--- src/rtl/fprs_pkg.sv ---
`timescale 1ns / 1ps

package fprs_pkg;

  // Sizes of the ring, the key space and the record store.
  localparam int RING_DEPTH = 64;
  localparam int CHANNELS   = 2;
  localparam int ID_SPACE   = 2048;
  localparam int MAX_REC    = 63;
  localparam int RING_AW    = $clog2(RING_DEPTH);
  localparam int KEY_N      = CHANNELS * ID_SPACE;
  localparam int KEY_AW     = $clog2(KEY_N);
  localparam int REC_AW     = $clog2(MAX_REC + 1);

  // Age in ms is floor(us / 1000): exact by reciprocal for inputs below 2^26.
  localparam int          AGE_IN_W  = 26;
  localparam int          AGE_SHIFT = 36;
  localparam logic [26:0] AGE_RECIP = 27'd68719477;
  localparam logic [15:0] AGE_MAX   = 16'hFFFF;

  typedef enum logic [1:0] {
    OP_PUSH    = 2'd0,
    OP_COLLECT = 2'd1,
    OP_SUMMARY = 2'd2,
    OP_NONE    = 2'd3
  } opcode_t;

  typedef struct packed {
    logic [1:0]  opcode;
    logic [63:0] frame_time_us;
    logic [7:0]  bus_channel;
    logic [28:0] ident;
    logic [3:0]  length;
    logic [63:0] payload;
    logic [63:0] now_time_us;
    logic [31:0] lookback_us;
    logic [5:0]  max_out;
    logic [11:0] skip_count;
  } in_item_t;

  typedef struct packed {
    logic        is_record;
    logic        last_item;
    logic [7:0]  out_channel;
    logic [28:0] out_ident;
    logic [3:0]  out_length;
    logic [63:0] out_payload;
    logic [63:0] out_time_us;
    logic [15:0] first_age_ms;
    logic [15:0] last_age_ms;
    logic [15:0] frame_total;
    logic [15:0] change_total;
  } out_item_t;

  // One stored bus frame.
  typedef struct packed {
    logic [63:0] time_us;
    logic [3:0]  len;
    logic [28:0] ident;
    logic [7:0]  channel;
    logic [63:0] data;
  } ring_entry_t;

  // One summary record.
  typedef struct packed {
    logic [7:0]  channel;
    logic [28:0] ident;
    logic [3:0]  len;
    logic [63:0] data;
    logic [15:0] first_age;
    logic [15:0] last_age;
    logic [15:0] frames;
    logic [15:0] changes;
  } rec_t;

  // Per-key entry: key seen in this summary, and its record if it has one.
  typedef struct packed {
    logic              seen;
    logic              has_rec;
    logic [REC_AW-1:0] idx;
  } map_entry_t;

  typedef struct packed {
    logic load;
    logic push;
    logic ring_rd;
    logic adv;
    logic rewind;
    logic c_take;
    logic c_flush;
    logic map_rd;
    logic mark_skip;
    logic mark_only;
    logic new_rec;
    logic old_rec;
    logic rec_wr;
    logic e_rd;
    logic e_out;
    logic e_adv;
    logic empty_out;
    logic map_clr;
    logic clr_step;
  } ctrl_cmd_t;

  typedef struct packed {
    logic fill_zero;
    logic cap_zero;
    logic walk_last;
    logic in_win;
    logic key_ok;
    logic map_seen;
    logic map_rec;
    logic skip_more;
    logic cap_full;
    logic cap_hit;
    logic n_zero;
    logic e_last;
    logic clr_last;
  } ctrl_stat_t;

  // Clamp a raw length code to at most eight bytes.
  function automatic logic [3:0] clamp_len(input logic [3:0] n);
    clamp_len = (n > 4'd8) ? 4'd8 : n;
  endfunction

  // Mask covering the first n bytes, n at most eight.
  function automatic logic [63:0] byte_mask(input logic [3:0] n);
    logic [63:0] m;
    m = '0;
    for (int b = 0; b < 8; b++) begin
      if (4'(b) < n) begin
        m[b*8 +: 8] = 8'hFF;
      end
    end
    byte_mask = m;
  endfunction

endpackage

--- src/rtl/fprs_ctrl.sv ---
`timescale 1ns / 1ps

module fprs_ctrl
  import fprs_pkg::*;
(
  input  logic       clk,
  input  logic       rst_n,
  input  logic       start,
  input  logic [1:0] opcode,
  input  ctrl_stat_t stat,
  output ctrl_cmd_t  cmd,
  output logic       busy
);

  typedef enum logic [15:0] {
    ST_IDLE   = 16'b0000000000000001,
    ST_CLR    = 16'b0000000000000010,
    ST_CSTART = 16'b0000000000000100,
    ST_CREAD  = 16'b0000000000001000,
    ST_CCHK   = 16'b0000000000010000,
    ST_CFLUSH = 16'b0000000000100000,
    ST_SSTART = 16'b0000000001000000,
    ST_SREAD  = 16'b0000000010000000,
    ST_SMAP   = 16'b0000000100000000,
    ST_SREC   = 16'b0000001000000000,
    ST_SAGE   = 16'b0000010000000000,
    ST_EREAD  = 16'b0000100000000000,
    ST_EOUT   = 16'b0001000000000000,
    ST_SEMPTY = 16'b0010000000000000,
    ST_WREAD  = 16'b0100000000000000,
    ST_WCLR   = 16'b1000000000000000
  } state_t;

  state_t state_r, state_nxt;

  // State register; reset starts the sweep that clears the key map.
  always_ff @(posedge clk) begin
    if (!rst_n) begin
      state_r <= ST_CLR;
    end else begin
      state_r <= state_nxt;
    end
  end

  assign busy = (state_r != ST_IDLE);

  // Next state and commands to the datapath.
  always_comb begin
    state_nxt = state_r;
    cmd       = '0;
    unique case (state_r)
      ST_IDLE: begin
        if (start) begin
          unique case (opcode)
            OP_PUSH:    cmd.push = 1'b1;
            OP_COLLECT: begin
              cmd.load  = 1'b1;
              state_nxt = ST_CSTART;
            end
            OP_SUMMARY: begin
              cmd.load  = 1'b1;
              state_nxt = ST_SSTART;
            end
            default: ;
          endcase
        end
      end
      ST_CLR: begin
        cmd.clr_step = 1'b1;
        if (stat.clr_last) begin
          state_nxt = ST_IDLE;
        end
      end
      ST_CSTART: begin
        state_nxt = (stat.fill_zero || stat.cap_zero) ? ST_CFLUSH : ST_CREAD;
      end
      ST_CREAD: begin
        cmd.ring_rd = 1'b1;
        state_nxt   = ST_CCHK;
      end
      ST_CCHK: begin
        cmd.c_take = stat.in_win;
        if ((stat.in_win && stat.cap_hit) || stat.walk_last) begin
          state_nxt = ST_CFLUSH;
        end else begin
          cmd.adv   = 1'b1;
          state_nxt = ST_CREAD;
        end
      end
      ST_CFLUSH: begin
        cmd.c_flush = 1'b1;
        state_nxt   = ST_IDLE;
      end
      ST_SSTART: begin
        state_nxt = stat.fill_zero ? ST_SEMPTY : ST_SREAD;
      end
      ST_SREAD: begin
        cmd.ring_rd = 1'b1;
        state_nxt   = ST_SMAP;
      end
      ST_SMAP: begin
        cmd.map_rd = 1'b1;
        if (stat.in_win && stat.key_ok) begin
          state_nxt = ST_SREC;
        end else if (stat.walk_last) begin
          cmd.rewind = 1'b1;
          state_nxt  = stat.n_zero ? ST_SEMPTY : ST_EREAD;
        end else begin
          cmd.adv   = 1'b1;
          state_nxt = ST_SREAD;
        end
      end
      ST_SREC: begin
        priority if (stat.map_seen && stat.map_rec) begin
          cmd.old_rec = 1'b1;
          state_nxt   = ST_SAGE;
        end else if (!stat.map_seen && !stat.skip_more && !stat.cap_full) begin
          cmd.new_rec = 1'b1;
          state_nxt   = ST_SAGE;
        end else begin
          // Key already passed over, skipped now, or no room for a record.
          cmd.mark_skip = !stat.map_seen && stat.skip_more;
          cmd.mark_only = !stat.map_seen && !stat.skip_more;
          if (stat.walk_last) begin
            cmd.rewind = 1'b1;
            state_nxt  = stat.n_zero ? ST_SEMPTY : ST_EREAD;
          end else begin
            cmd.adv   = 1'b1;
            state_nxt = ST_SREAD;
          end
        end
      end
      ST_SAGE: begin
        cmd.rec_wr = 1'b1;
        if (stat.walk_last) begin
          cmd.rewind = 1'b1;
          state_nxt  = ST_EREAD;
        end else begin
          cmd.adv   = 1'b1;
          state_nxt = ST_SREAD;
        end
      end
      ST_EREAD: begin
        cmd.e_rd  = 1'b1;
        state_nxt = ST_EOUT;
      end
      ST_EOUT: begin
        cmd.e_out = 1'b1;
        if (stat.e_last) begin
          state_nxt = ST_WREAD;
        end else begin
          cmd.e_adv = 1'b1;
          state_nxt = ST_EREAD;
        end
      end
      ST_SEMPTY: begin
        cmd.empty_out = 1'b1;
        state_nxt     = stat.fill_zero ? ST_IDLE : ST_WREAD;
      end
      ST_WREAD: begin
        cmd.ring_rd = 1'b1;
        state_nxt   = ST_WCLR;
      end
      ST_WCLR: begin
        cmd.map_clr = 1'b1;
        if (stat.walk_last) begin
          state_nxt = ST_IDLE;
        end else begin
          cmd.adv   = 1'b1;
          state_nxt = ST_WREAD;
        end
      end
      default: state_nxt = ST_IDLE;
    endcase
  end

endmodule

--- config.mk ---
export PLATFORM = sky130hd
export DESIGN_NAME = fprs_ctrl
export DESIGN_NICKNAME = d
export VERILOG_FILES = /design/src/rtl/fprs_pkg.sv /design/src/rtl/fprs_ctrl.sv
export SDC_FILE = /design/constraint.sdc
export NUM_CORES = 1
export LEC_CHECK = 0
export BUFFER_PORTS_ARGS = -buffer_cell sky130_fd_sc_hd__buf_4
export CELL_PAD_IN_SITES_DETAIL_PLACEMENT = 1
export CELL_PAD_IN_SITES_GLOBAL_PLACEMENT = 1
export CORE_AREA = 4 4 76 50
export DETAILED_ROUTE_END_ITERATION = 7
export DIE_AREA = 0 0 80 54
export PLACE_DENSITY = 0.93
export REMOVE_ABC_BUFFERS = 1
export SLEW_MARGIN = 15
export SYNTH_ARGS = -nofsm -noshare
export SYNTH_HDL_FRONTEND = slang
export SYNTH_SLANG_ARGS = --single-unit
export TNS_END_PERCENT = 20
--- constraint.sdc ---
create_clock -name clk -period 4.7 [get_ports clk]
set_input_delay 0.705 -clock clk [delete_from_list [all_inputs] [get_ports clk]]
set_output_delay 0.705 -clock clk [all_outputs]
set_load 0.03 [all_outputs]
# After elaboration in Yosys (flattened, before gate mapping)
# Index checks and enable logic that the tools add are counted.
[totals]
register_bits = 16
output_inout_bits = 20
word_cells = 83
[op_classes]
eq_ne = 22
mux = 44
n_reduce_logical = 16
[op_table]
columns = ["operator", "n"]
rows = [
  ["$pmux 16 s15", 1],
  ["$mux 16", 4],
  ["$mux 14", 4],
  ["$mux 15", 3],
  ["$pmux 16 s2", 1],
  ["$mux 1", 17],
  ["$eq 16x1->1 const B", 1],
  ["$eq 16x10->1 const B", 1],
  ["$eq 16x11->1 const B", 1],
  ["$eq 16x12->1 const B", 1],
  ["$eq 16x13->1 const B", 1],
  ["$eq 16x14->1 const B", 1],
  ["$eq 16x15->1 const B", 1],
  ["$eq 16x16->1 const B", 1],
  ["$eq 16x2->1 const B", 1],
  ["$eq 16x3->1 const B", 1],
  ["$eq 16x4->1 const B", 1],
  ["$eq 16x5->1 const B", 1],
  ["$eq 16x6->1 const B", 1],
  ["$eq 16x7->1 const B", 1],
  ["$eq 16x8->1 const B", 1],
  ["$eq 16x9->1 const B", 1],
  ["$ne 16x1->1 const B", 1],
  ["$mux 2", 7],
  ["17 further kinds", 28],
]

# Longest topological paths before layout
[logic_depth]
ltp_word = 6
ltp_mapped = 7
ltp_nobuf = 6

# Least setup slack after synthesis
# OpenSTA, ideal clock, no wires.
[synth_timing]
path_type = "reg-to-output"
startpoint = "register state_r[0]"
endpoint = "output port cmd[15] (netlist name)"
arrival_time_ps = 2658
path_slack_ps = 1337
stages_incl_launch_ff = 7
cell_sequence = "dfxtp_1 clkbuf_1 or4_1 nor4_1 a31oi_1 nor2_1 or3_1"
[synth_rtl]
columns = ["item", "line", "text"]
rows = [
  ["from (decl)", "fprs_ctrl.sv:34", "state_t state_r, state_nxt;"],
  ["from (signal assigned)", "fprs_ctrl.sv:41", "state_r <= state_nxt;"],
  ["to (decl)", "fprs_ctrl.sv:11", "output ctrl_cmd_t cmd,"],
]

==> results.ini <==
[run_status]
status = finished clean

[pwr]
clockPowerShare_pct = 36.4
leakage_uw = 0.000662
combPwrFrac_pct = 17.0
power_density_nw_per_um2 = 204
p_sw_share_pct = 28.5
p_seq_share_pct = 46.6
power.switching_uw = 86.4
peakVddDrop_v = 0.000159
p_int_uw = 217

[global_routing]
grt_pass1_wl_um = 6670
antenna_found_initial = 0
grt_max_degree = 13
grt.overflow.total = 0
grt_pass1_vias = 1348
grt_use_total_pct = 20.5

[final_layout]
largest_registers = state_r (16)
layout.cells.non_filler = 221
mostFrequentLayoutCells = buf_4, dfxtp_1, nor2_1
final_nets = 198
final_layout_size_suffix_gt1_share_pct = 27.8
regMostFlops = state_r
area_growth_pct = 30.0
n_antenna_cell = 0
largest_reg_flops = 16
final_common_cell = buf_4

[yosys]
netlist_top_cells_area = dfxtp_1, nor4_1, nor2_1
synthesis.area_um2 = 1150
synth_top_area_share_pct = 27.9
yosysSeqAreaShare_pct = 27.9
synth_cell_type_count = 45
synth_warnings = 0
synth_top_area_cell = dfxtp_1
synth.avg_cell_area_um2 = 8.08
syn-instance-count = 142
synth-seq-cells = 16

[clock_network]
postCtsSetupBuffers = 0
cts_tree = yes
cts_made_buffers = 3
cts_buffer_depth = 2
path_clk_slew_ns = 0.07
cts.sinks = 16
h-tree-depth = 1
cts_root_buf = clkbuf_8
cts_resized = 0
clk_latency_ns = 0.26
cts_hold_buf = 0

[drt]
ant_nets = 0
drt_pass1_iterations = 4
wirelength_um = 4130
avgViaCountPerCell = 5.82
first_iter_violations = 80
vias = 1286
avgRoutedWirePerCell_um = 18.7
drc = 0

[sta]
fin_crit_sh_pct = 71.2
slew_headroom_pct = 40.2
slew_violations = 0
period_minus_slack_ns = 3.35
setup_viol = 0
hold_slack_ns = 0.588
setup_tns_ns = 0
rsz0062_at_grt = no
clock-skew-final_ns = 0.000694
worst_pin_slew_ns = 0.884
hold_viol = 0
max_freq_mhz = 299

[run]
drv_cap = 0

[floorplanning]
rows = 16
ios = 38
dieArea_um2 = 4320
core_um2 = 3120
die_y_um = 54
start_util_pct = 36.7
chipWidth_um = 80

[worst_hold_path]
hold_path_class = flip-flop to flip-flop

[placement]
routabilityCongestion = 0.927
portBuffers = 37
dp_hpwl_um = 3310
placedCellCount = 218

[critical_path]
crit_arrival_ns = 2.64
cp-end-kind = output port
cp_max_fo = 7
start_kind = flip-flop
critPathKind = flip-flop to output port
cp.required_ns = 3.99

routing by layer:
layer  global-route usage [%]  vias to the layer above  share of wire, %
met5                        0                        -                 0
met4                     8.99                        0               2.6
li1                         -                      613                 -
met3                     5.18                       10               5.3
met1                     26.5                      617                47
met2                     32.6                       46                46
cell families (layout without fill, tap and decap cells):
kind of cell             Yosys count  after routing  synth area share, %
AO/OA/AOI/OAI                     21             21                 15.1
XOR/XNOR                           4              4                 3.05
adder cells (fa/ha/maj)            2              2                 2.18
buffers and inverters             14             48                 5.34
flip-flops                        16             16                 27.9
AND/OR/NAND/NOR                   85             85                 46.5
cells in the mapped netlist:
library cell / instances
xnor2_1: 1
or4b_4: 1
or4_1: 3
buf_2: 1
a31oi_1: 1
a41oi_2: 1
o211a_1: 1
inv_2: 1
o22a_1: 1
o31a_1: 1
nand2b_1: 1
or3_1: 3
and3_1: 1
nand3_1: 2
o311ai_0: 1
ha_1: 2
and2_1: 4
o41ai_2: 1
nor3_1: 6
or4b_2: 2
a32o_1: 2
dfxtp_1: 16
nand2_1: 11
inv_1: 7
and4_1: 2
nor4_1: 10
a21oi_1: 2
o21a_1: 2
nor3b_1: 3
o21ai_0: 4
xor2_1: 3
nor2_1: 14
nand2b_4: 1
nand4_1: 6
buf_6: 1
nor2b_1: 4
a22o_1: 1
and4bb_1: 1
and4b_1: 2
a211oi_1: 2
or4_4: 1
o221ai_1: 1
or3_4: 1
clkbuf_1: 4
nor4b_1: 6
power groups by stage:
stage	logic, uW	registers (uW)	clock network [uW]
after floorplan	25.8	143	0
after global placement	48.0	144	0
after detailed placement	51.2	144	0
after CTS	51.5	141	111
after global routing	56.3	142	115
final	51.6	141	111
per-stage QoR:
| stage | power (uW) | worst slack (ns) | util (%) | instance area, um^2 |
|---|---|---|---|---|
| after floorplan | 169 | 1.43 | - | 1120 |
| after global placement | 192 | 1.73 | 46.4 | 1450 |
| after detailed placement | 196 | 1.62 | 46.4 | 1450 |
| after CTS | 304 | 1.35 | 47.8 | 1490 |
| after global routing | 313 | 1.14 | 47.8 | 1490 |
| final | 304 | 1.35 | 47.8 | 1490 |
area by class of cell:
type	count	area, um^2
well taps	45	56.3
fillers	405	1630
flip-flops and latches	16	320
inverters	8	30.0
repair buffers	37	278
multi-input cells	112	766
clock buffers	3	41.3
final timing paths:
path / start / to / slack [ns] / depth (start not counted)
hold / removal: state_r[7]$_SDFFE_PN0P_ / state_r[8]$_SDFFE_PN0P_ / 0.59 / 2
setup reg to reg: state_r[10]$_SDFFE_PN0P_ / state_r[0]$_SDFFE_PN0P_ / 2.10 / 5
hold reg to reg: state_r[7]$_SDFFE_PN0P_ / state_r[8]$_SDFFE_PN0P_ / 0.59 / 2
setup / recovery: state_r[10]$_SDFFE_PN0P_ / cmd[16] / 1.35 / 4
critical path, stage by stage, from the launching register on:
cell and delay [ns]:
dfxtp_1 0.38, nor4_1 0.73, nor4b_1 0.80, a32o_1 0.31
buf_4 0.17
No activity file was read; power rests on OpenSTA's default activity.
